--- config.mk ---
export PLATFORM = sky130hd
export DESIGN_NAME = lfu_page_replacement_unit
export DESIGN_NICKNAME = d
export VERILOG_FILES = /design/src/sv/lfu_pkg.sv /design/src/sv/lfu_page_replacement_unit.sv
export SDC_FILE = /design/constraint.sdc
export NUM_CORES = 1
export LEC_CHECK = 0
export ABC_AREA = 0
export BUFFER_PORTS_ARGS = -buffer_cell sky130_fd_sc_hd__buf_2
export CAP_MARGIN = 15
export CORE_ASPECT_RATIO = 0.7
export CORE_MARGIN = 1
export CORE_UTILIZATION = 50
export DETAILED_ROUTE_END_ITERATION = 10
export GPL_ROUTABILITY_DRIVEN = 0
export PLACE_DENSITY = 0.66
export SYNTH_ARGS = -nofsm -noshare
export SYNTH_HDL_FRONTEND = slang
export SYNTH_SLANG_ARGS = --single-unit
--- constraint.sdc ---
create_clock -name clk -period 29.7 [get_ports clk]
set_clock_uncertainty 0.15 [all_clocks]
set_input_delay 5.94 -clock clk [delete_from_list [all_inputs] [get_ports clk]]
set_output_delay 5.94 -clock clk [all_outputs]
set_load 0.02 [all_outputs]
--- src/sv/lfu_pkg.sv ---
// ----------------------------------------------------------------------------
// lfu_pkg
// Shared constants and types for the LFU page replacement unit.
// ----------------------------------------------------------------------------
package lfu_pkg;

  localparam int FRAMES  = 16;
  localparam int IDX_W   = (FRAMES > 1) ? $clog2(FRAMES) : 1;
  localparam int CNT_W   = $clog2(FRAMES + 1);
  localparam int LIM_W   = (CNT_W > 5) ? CNT_W : 5;
  localparam int PAGE_W  = 32;
  localparam int USES_W  = 32;
  localparam int ADDR_W  = 32;
  localparam int OUT_W   = 72;

  localparam logic CFG_PAGE_OFFSET_BITS = 1'b0;
  localparam logic CFG_FRAMES_IN_USE    = 1'b1;

  typedef struct packed {
    logic [USES_W-1:0] uses;
    logic [PAGE_W-1:0] page;
  } lfu_key_t;

  typedef struct packed {
    logic              hit;
    logic              evicted_valid;
    logic [PAGE_W-1:0] evicted_page;
    logic [31:0]       miss_total;
  } lfu_result_t;

endpackage

--- src/sv/lfu_page_replacement_unit.sv ---
// ----------------------------------------------------------------------------
// lfu_page_replacement_unit
// LFU page replacement: page lookup, use counting and eviction per address.
//
// Input stream (in_*): one 32-bit address per request. Output stream (out_*):
// one result per request: hit, evicted_valid, evicted_page, miss_total.
// Config (cfg_*, APB): 0x0 page_offset_bits, 0x4 frames_in_use.
//
// A request is accepted in S_IDLE, then S_SCAN reads the filled frames up to and
// including a matching one, then S_FINISH writes the frame and registers the
// result; with no frame filled the scan is skipped. A single tag/count comparator
// walks the frame table one entry per cycle, matching the page and tracking the
// least used frame. in_tready is high only while idle. The result sits in an
// output register; if the receiver stalls, the next request is accepted and
// scanned, but its update waits until the held result is taken.
// Reset clears the fill count and the miss total; the frame table needs no
// clearing since only filled frames are read. Config resets to 12 / 16.
// ----------------------------------------------------------------------------
module lfu_page_replacement_unit
  import lfu_pkg::*;
(
  input  logic              clk,
  input  logic              rst_n,
  // in_tdata: [31:0] address
  input  logic              in_tvalid,
  output logic              in_tready,
  input  logic [ADDR_W-1:0] in_tdata,
  // out_tdata: [0] hit, [1] evicted_valid, [33:2] evicted_page,
  //            [65:34] miss_total, [71:66] zero
  output logic              out_tvalid,
  input  logic              out_tready,
  output logic [OUT_W-1:0]  out_tdata,
  input  logic              cfg_psel,
  input  logic              cfg_penable,
  input  logic              cfg_pwrite,
  input  logic [2:0]        cfg_paddr,
  input  logic [31:0]       cfg_pwdata,
  output logic [31:0]       cfg_prdata,
  output logic              cfg_pready
);

  typedef enum logic [1:0] {S_IDLE, S_SCAN, S_FINISH} state_t;

  state_t            state_r;
  logic [4:0]        pob_r;
  logic [4:0]        fiu_r;
  logic [CNT_W-1:0]  filled_r;
  logic [31:0]       misses_r;
  logic [PAGE_W-1:0] page_r;
  logic [IDX_W-1:0]  cnt_r;
  logic [IDX_W-1:0]  sel_idx_r;
  logic              hit_r;
  lfu_key_t          best_r;
  logic [USES_W-1:0] hit_uses_r;
  logic              out_tvalid_r;
  lfu_result_t       res_r;

  logic [PAGE_W-1:0] frame_page_r [FRAMES];
  logic [USES_W-1:0] frame_uses_r [FRAMES];

  lfu_key_t          cand;
  logic              match;
  logic              take_best;
  logic              last;
  logic [LIM_W-1:0]  lim;
  logic              insert;
  logic              finish;
  logic              wr_en;
  logic [IDX_W-1:0]  wr_idx;
  logic [PAGE_W-1:0] wr_page;
  logic [USES_W-1:0] wr_uses;
  logic              cfg_wr;

  assign cfg_pready = 1'b1;
  assign cfg_wr     = cfg_psel && cfg_penable && cfg_pwrite;
  assign cfg_prdata = (cfg_paddr[2] == CFG_FRAMES_IN_USE) ? {27'd0, fiu_r} : {27'd0, pob_r};

  assign in_tready  = (state_r == S_IDLE);
  assign out_tvalid = out_tvalid_r;
  assign out_tdata  = {6'd0, res_r.miss_total, res_r.evicted_page,
                       res_r.evicted_valid, res_r.hit};

  always_comb begin
    cand.uses = frame_uses_r[cnt_r];
    cand.page = frame_page_r[cnt_r];
  end

  assign match     = (cand.page == page_r);
  assign take_best = (cnt_r == '0) || (cand < best_r);
  assign last      = (CNT_W'(cnt_r) == (filled_r - CNT_W'(1)));

  always_comb begin
    if (fiu_r == 5'd0) begin
      lim = LIM_W'(1);
    end else if (LIM_W'(fiu_r) > LIM_W'(FRAMES)) begin
      lim = LIM_W'(FRAMES);
    end else begin
      lim = LIM_W'(fiu_r);
    end
  end

  assign insert = (LIM_W'(filled_r) < lim);
  assign finish = (state_r == S_FINISH) && (!out_tvalid_r || out_tready);

  always_comb begin
    wr_en   = finish;
    wr_page = page_r;
    wr_uses = '0;
    wr_idx  = sel_idx_r;
    if (hit_r) begin
      wr_uses = (hit_uses_r == '1) ? hit_uses_r : hit_uses_r + USES_W'(1);
    end else if (insert) begin
      wr_idx = filled_r[IDX_W-1:0];
    end
  end

  always_ff @(posedge clk) begin
    if (wr_en) begin
      frame_page_r[wr_idx] <= wr_page;
      frame_uses_r[wr_idx] <= wr_uses;
    end
  end

  always_ff @(posedge clk) begin
    if (!rst_n) begin
      state_r      <= S_IDLE;
      pob_r        <= 5'd12;
      fiu_r        <= 5'd16;
      filled_r     <= '0;
      misses_r     <= '0;
      hit_r        <= 1'b0;
      out_tvalid_r <= 1'b0;
    end else begin
      if (cfg_wr) begin
        unique case (cfg_paddr[2])
          CFG_PAGE_OFFSET_BITS: pob_r <= cfg_pwdata[4:0];
          CFG_FRAMES_IN_USE:    fiu_r <= cfg_pwdata[4:0];
          default: ;
        endcase
      end
      if (out_tvalid_r && out_tready && !finish) begin
        out_tvalid_r <= 1'b0;
      end
      unique case (state_r)
        S_IDLE: begin
          if (in_tvalid) begin
            page_r  <= in_tdata >> pob_r;
            cnt_r   <= '0;
            hit_r   <= 1'b0;
            state_r <= (filled_r == '0) ? S_FINISH : S_SCAN;
          end
        end
        S_SCAN: begin
          if (match) begin
            hit_r      <= 1'b1;
            hit_uses_r <= cand.uses;
            sel_idx_r  <= cnt_r;
            state_r    <= S_FINISH;
          end else begin
            if (take_best) begin
              best_r    <= cand;
              sel_idx_r <= cnt_r;
            end
            if (last) begin
              state_r <= S_FINISH;
            end else begin
              cnt_r <= cnt_r + IDX_W'(1);
            end
          end
        end
        S_FINISH: begin
          if (finish) begin
            res_r.hit           <= hit_r;
            res_r.evicted_valid <= !hit_r && !insert;
            res_r.evicted_page  <= (!hit_r && !insert) ? best_r.page : '0;
            res_r.miss_total    <= hit_r ? misses_r : misses_r + 32'd1;
            if (!hit_r) begin
              misses_r <= misses_r + 32'd1;
              if (insert) begin
                filled_r <= filled_r + CNT_W'(1);
              end
            end
            out_tvalid_r <= 1'b1;
            state_r      <= S_IDLE;
          end
        end
        default: state_r <= S_IDLE;
      endcase
    end
  end

  a_busy_after_accept: assert property (@(posedge clk) disable iff (!rst_n)
    (in_tvalid && in_tready) |=> !in_tready)
    else $error("request accepted while busy");

  a_fill_bound: assert property (@(posedge clk) disable iff (!rst_n)
    (CNT_W'(FRAMES) >= filled_r))
    else $error("fill count beyond frame table");

  a_hit_no_evict: assert property (@(posedge clk) disable iff (!rst_n)
    (out_tvalid && out_tdata[0]) |-> !out_tdata[1])
    else $error("eviction reported on a hit");

  a_finish_needs_room: assert property (@(posedge clk) disable iff (!rst_n)
    (state_r == S_FINISH && out_tvalid && !out_tready) |=> (state_r == S_FINISH))
    else $error("result overwritten while stalled");

endmodule

==> results.sh, run 1 <==
export IMPL_layout_drive_gt1_share_pct=21.0
export IMPL_worst_pin_slew_ns=1.18
export IMPL_fin_crit_ns=12.73
export IMPL_antenna_found_initial=9
export IMPL_die_w_um=393
export IMPL_cts_hold_buffers=0
export IMPL_final_setup_tns_ns=0
export IMPL_crit_path_max_incr_delay_ns=0.36
export IMPL_outcome="finished clean"
export IMPL_dr_first_iter_drc_count=3048
export IMPL_synth_compound_area_share_pct=3.10
export IMPL_vias=27856
export IMPL_grt_setup_unrepaired="false"
export IMPL_p_per_area_mw_per_mm2=66.3
export IMPL_die_y_um=275
export IMPL_layout_common_cells="1226 x edfxtp_1, 285 x mux4_2, 144 x nand2_1"
export IMPL_crit_chain="buf_2 -> mux2_2 -> buf_2"
export IMPL_layout_commonest_cell="edfxtp_1"
export IMPL_power_mw=3.93
export IMPL_drt_pass1_iterations=5
export IMPL_clk_latency_ns=0.71
export IMPL_syn_area_mm2=0.0534
export IMPL_yosys_mux_area_fraction_pct=14.7
export IMPL_hold_path_class="flop to flop"
export IMPL_cp_common_cell="buf_2"
export IMPL_ys_ff_latch=1281
export IMPL_maxCapViolCount=0
export IMPL_area_growth_pct=11.1
export IMPL_critPathKind="input port to primary output"
export IMPL_num_nets_final=3256
export IMPL_synth_seq_area_share_pct=71.0
export IMPL_core_area_mm2=0.105
export IMPL_wl_mm=126
export IMPL_cts_tree="built"
export IMPL_synth_top_family_by_area="multiplexers"
export IMPL_grt_pass1_wl_mm=185
export IMPL_postCtsSetupRepairBufs=0
export IMPL_wl_per_cell_um=27.3
export IMPL_leakage_nw=19.6
export IMPL_htree_levels=3
export IMPL_synth_ff_type="edfxtp_1"
export IMPL_synth_xor_area_share_pct=2.03
export IMPL_clk_path_buf_depth=3
export IMPL_path_clk_slew_ns=0.06
export IMPL_register_area_mm2=0.0379
export IMPL_yosys_warnings=0
export IMPL_synth_cells=2955
export IMPL_fill_cells=7904
export IMPL_synth_adder_area_share_pct=1.71
export IMPL_synth_edf_count=1226
export IMPL_start_util_pct=50.8
export IMPL_syn_area_per_cell_um2=18.1
export IMPL_cts_root_buf="clkbuf_16"
export IMPL_max_vdd_ir_drop_mv=0.0461
export IMPL_yosys_area_share_simple_pct=5.03
export IMPL_hold_violations=0
export IMPL_grt_max_degree=101
export IMPL_synth_async_reset_ratio_pct=0
export IMPL_end_kind="primary output"
export IMPL_yosysUniqueCellTypes=65
export IMPL_post_route_drc_count=0
export IMPL_slew_headroom_pct=21.0
export IMPL_finalCritPeriodShare_pct=42.9
export IMPL_grt_usage_pct=23.7
export IMPL_critPathSlowestCell="mux2_2"
export IMPL_io_pins=181
export IMPL_place_inst=4401
export IMPL_crit_required_ns=23.61
export IMPL_gr_total_overflow=0
export IMPL_cp_start_kind="input port"
export IMPL_postCtsResizedCells=0
export IMPL_dp_hpwl_mm=74.0
export IMPL_multi_input_area_mm2=0.0145
export IMPL_routed_via_density=6.02
export IMPL_fmax_mhz=78.6
export IMPL_stdcell_count=4627
export IMPL_finalMaxSlewViolations=0
export IMPL_cts_sinks=1281
export IMPL_die_area_mm2=0.108
export IMPL_postRouteAntennaNets=0
export IMPL_grt_pass1_vias=27721
export IMPL_io_buffers=117
export IMPL_post_route_util_pct=56.5
export IMPL_cp_arrival_ns=6.64
export IMPL_setup_viol=0
export IMPL_num_rows=99
export IMPL_cts_made_buffers=118
export IMPL_path_max_fanout=10
critical path: cells and delay by family:
kind     cells  cell delay (ns)
buf+inv      2             0.33
mux          1             0.36
cell type report:
type	instances	share of cell area (%)
multi-input cells	1445	24.5
clock inverters	68	0.812
well taps	1414	2.98
inverters	84	0.536
repair buffers	179	1.83
clock buffers	154	5.37
flip-flops and latches	1281	64.0
diodes	2	0.00844
cell usage after synthesis (48+ instances only):
cell / count / area [um2]
xor2_1: 51 / 447
edfxtp_1: 1226 / 36800
dfxtp_1: 55 / 1100
nor3_1: 51 / 255
clkbuf_1: 83 / 312
mux4_2: 285 / 6420
nand2_1: 144 / 541
o21ai_0: 54 / 270
mux2i_1: 122 / 1220
inv_1: 83 / 312
nor2_1: 100 / 375
a21oi_1: 48 / 240
and2_1: 48 / 300
xnor2_1: 73 / 639
ha_1: 73 / 913
registers in the layout (all words and copies together), names as in the netlist, named ones only:
register and cells:
frame_uses_r 512, hit_uses_r 32, sel_idx_r 4, best_r 64, cnt_r 4, page_r 32
pob_r 5, hit_r 1, frame_page_r 512, out_tvalid 1, out_tdata 66, misses_r 32
fiu_r 5, state_r 2, filled_r 5
layer usage:
layer	track usage (%)	routed length [um]	vias to the layer above
met5	0	17	-
met4	4.54	1920	2
met3	6.57	12700	138
met2	34.6	55700	1188
met1	35.8	56000	14515
li1	-	-	12013
power breakdown:
part | switching (mW) | internal (mW)
combinational | 0.261 | 0.176
sequential | 0.0368 | 2.02
clock | 0.643 | 0.803
cells by family (layout without fill, tap and decap cells):
logic type,Yosys count,count (layout)
multiplexers,427,427
AND/OR/NAND/NOR,536,536
other,2,36
AO/OA/AOI/OAI,251,251
adder cells (fa/ha/maj),73,73
flip-flops,1281,1281
buffers and inverters,261,485
XOR/XNOR,124,124
path summary, 6_finish.rpt:
| kind | startpoint | endpoint | slack (ns) | cells after the start |
|---|---|---|---|---|
| worst min register to register | misses_r[1] | misses_r[1] | 0.35 | 2 |
| worst min-delay path | misses_r[1] | misses_r[1] | 0.35 | 2 |
| worst max-delay path | cfg_paddr[2] | cfg_prdata[4] | 16.97 | 3 |
| worst max register to register | flop | best_r[14] | 22.46 | 17 |
through the flow:
stage | hold slack [ns] | area (um2) | worst slack, ns
after floorplan | 0.269 | 53500 | 15.38
after global placement | 0.336 | 55600 | 17.00
after detailed placement | 0.348 | 55600 | 16.98
after CTS | 0.354 | 59300 | 16.98
after global routing | 0.410 | 59300 | 16.95
final | 0.349 | 59300 | 16.97
(Power assumes the default switching activity.)
==> run 2, diff against run 1 <==
--- a/config.mk
+++ b/config.mk
@@ -13,7 +13,7 @@
 export CORE_UTILIZATION = 50
 export DETAILED_ROUTE_END_ITERATION = 10
 export GPL_ROUTABILITY_DRIVEN = 0
-export PLACE_DENSITY = 0.66
+export PLACE_DENSITY = 0.69
 export SYNTH_ARGS = -nofsm -noshare
 export SYNTH_HDL_FRONTEND = slang
 export SYNTH_SLANG_ARGS = --single-unit
==> constraint.sdc (replaced) <==
create_clock -name clk -period 11.15 [get_ports clk]
set_clock_uncertainty 0.15 [all_clocks]
set_input_delay 2.23 -clock clk [delete_from_list [all_inputs] [get_ports clk]]
set_output_delay 2.23 -clock clk [all_outputs]
set_load 0.02 [all_outputs]
==> run 2 against run 1 <==
Compared with the run above:
- worst hold slack gained 0.026 ns
- non-clock buffer count grew 9
- global-route usage shrank 0.18 points
- largest power group unchanged
- clock power grew to 2.7 times the previous value
- wire length shrank 0.89%
- design area grew 0.24%
- sequential cell count is the same
==> results.sh, run 2 (synthesized netlist as in run 1, its figures left out) <==
export IMPL_cp_arrival_ns=6.83
export IMPL_path_buf_inv=3
export IMPL_cp_common_cell="a21o_1"
export IMPL_io_buffers=117
export IMPL_fill_cells=7895
export IMPL_maxCapViolCount=0
export IMPL_clk_latency_ns=0.74
export IMPL_grt_setup_unrepaired="false"
export IMPL_crit_required_ns=11.33
export IMPL_area_growth_pct=11.3
export IMPL_min_path_cells=2
export IMPL_slew_headroom_pct=9.88
export IMPL_htree_levels=3
export IMPL_hold_end="misses_r[31]"
export IMPL_path_max_fanout=136
export IMPL_routed_via_density=6.06
export IMPL_layout_common_cells="1226 x edfxtp_1, 285 x mux4_2, 144 x nand2_1"
export IMPL_num_nets_final=3261
export IMPL_max_vdd_ir_drop_mv=0.143
export IMPL_drt_pass1_iterations=5
export IMPL_hold_violations=0
export IMPL_gr_total_overflow=0
export IMPL_cp_start_kind="flop"
export IMPL_post_route_drc_count=0
export IMPL_r2r_cells=15
export IMPL_p_per_area_mw_per_mm2=178
export IMPL_dp_hpwl_mm=72.1
export IMPL_dr_first_iter_drc_count=3457
export IMPL_rrSetupSlack_ns=4.49
export IMPL_grt_pass1_vias=28116
export IMPL_critPathSlowestCell="dfxtp_4"
export IMPL_postCtsSetupRepairBufs=0
export IMPL_die_w_um=393
export IMPL_postRouteAntennaNets=0
export IMPL_finalMaxSlewViolations=0
export IMPL_grt_pass1_wl_mm=185
export IMPL_clk_path_buf_depth=3
export IMPL_crit_chain="buf_12 -> buf_4 -> mux4_2 -> mux4_2 -> ha_1 -> a21o_1 -> a21o_1 -> a21o_1 -> a21o_1 -> a21oi_1 -> o21ai_0 -> o2bb2ai_1 -> a311o_1 -> nor2b_4 -> buf_4"
export IMPL_outcome="finished clean"
export IMPL_die_area_mm2=0.108
export IMPL_postCtsResizedCells=0
export IMPL_hold_path_class="flop to flop"
export IMPL_wl_per_cell_um=27.1
export IMPL_end_kind="flop"
export IMPL_fin_crit_ns=6.66
export IMPL_cts_sinks=1281
export IMPL_crit_path_max_incr_delay_ns=0.73
export IMPL_final_setup_tns_ns=0
export IMPL_io_pins=181
export IMPL_cts_made_buffers=114
export IMPL_setup_viol=0
export IMPL_cp_top_family="buffers and inverters"
export IMPL_start_util_pct=50.8
export IMPL_cts_hold_buffers=0
export IMPL_finalCritPeriodShare_pct=59.7
export IMPL_fmax_mhz=150
export IMPL_path_clk_slew_ns=0.07
export IMPL_layout_drive_gt1_share_pct=21.8
export IMPL_r2r_end="best_r[10]"
export IMPL_antenna_found_initial=4
export IMPL_worstHoldStart="misses_r[31]"
export IMPL_grt_max_degree=137
export IMPL_leakage_nw=20.0
export IMPL_post_place_ws_ns=4.51
export IMPL_num_rows=99
export IMPL_grt_usage_pct=23.5
export IMPL_vias=28052
export IMPL_die_y_um=275
export IMPL_power_mw=10.6
export IMPL_finalWorstSetupSlack_ns=4.49
export IMPL_worst_pin_slew_ns=1.34
export IMPL_layout_commonest_cell="edfxtp_1"
export IMPL_wl_mm=125
export IMPL_core_area_mm2=0.105
export IMPL_cts_tree="built"
export IMPL_cts_root_buf="clkbuf_16"
export IMPL_critPathKind="flop to flop"
==> run 2: cell types whose count changed in the layout (fill, tap and decap cells not counted), sizes merged <==
cell / previous run / this run
clkbuf: 154 / 141
buf: 179 / 188
clkinv: 56 / 55
inv: 85 / 88
diode: 2 / 1
clkinvlp: 5 / 0
bufinv: 6 / 13
==> run 2: power by group <==
part | internal (mW) | switching, mW | total [mW]
clock network | 2.21 | 1.74 | 3.95
registers | 5.37 | 0.101 | 5.47
logic | 0.470 | 0.675 | 1.15
==> run 2: worst reg2reg max path, cell delays in order, from the launching register on <==
cell	delay (ns)
dfxtp_4	0.73
buf_12	0.70
buf_4	0.75
mux4_2	0.41
mux4_2	0.56
ha_1	0.34
a21o_1	0.19
a21o_1	0.18
a21o_1	0.17
a21o_1	0.17
a21oi_1	0.15
o21ai_0	0.19
o2bb2ai_1	0.20
a311o_1	0.39
nor2b_4	0.12
buf_4	0.73
==> run 2: worst max path at each step <==
| stage | start | endpoint | slack, ns | cells after the start |
|---|---|---|---|---|
| 2_1_floorplan | out_tready | frame_page_r[8][0] | 0.54 | 6 |
| 3_3_place_gp | flop | best_r[17] | 4.63 | 15 |
| 3_5_place_dp | flop | best_r[30] | 4.51 | 15 |
| 4_1_cts | flop | best_r[10] | 4.46 | 15 |
| 5_1_grt | flop | best_r[10] | 4.23 | 15 |
| 6_report | flop | best_r[10] | 4.49 | 15 |
==> run 2: cell type report <==
| cell class | instances | area [um2] | share of cell area, % |
|---|---|---|---|
| repair buffers | 188 | 1160 | 1.94 |
| diodes | 1 | 2.50 | 0.00421 |
| clock inverters | 72 | 756 | 1.27 |
| well taps | 1414 | 1770 | 2.98 |
| inverters | 84 | 318 | 0.535 |
| multi-input cells | 1445 | 14500 | 24.4 |
| clock buffers | 141 | 2990 | 5.02 |
| flip-flops and latches | 1281 | 37900 | 63.8 |
==> run 2: metrics by stage <==
stage                     area (um2)  util (%)  hold slack (ns)  instances
final                          59400      56.6            0.375       4626
after global routing           59400      56.6            0.419       4625
after CTS                      59400      56.6            0.379       4623
after detailed placement       55700      53.0            0.373       4410
after global placement         55700      53.0            0.338       4409
after floorplan                53500         -            0.269       2987
==> run 2: routing by layer <==
layer / track usage [%] / up-vias / share of wire [%]
met3: 5.82 / 167 / 11
met5: 0 / - / 0.010
li1: - / 12008 / -
met4: 4.56 / 2 / 1.7
met1: 36.7 / 14541 / 44
met2: 33.6 / 1334 / 43
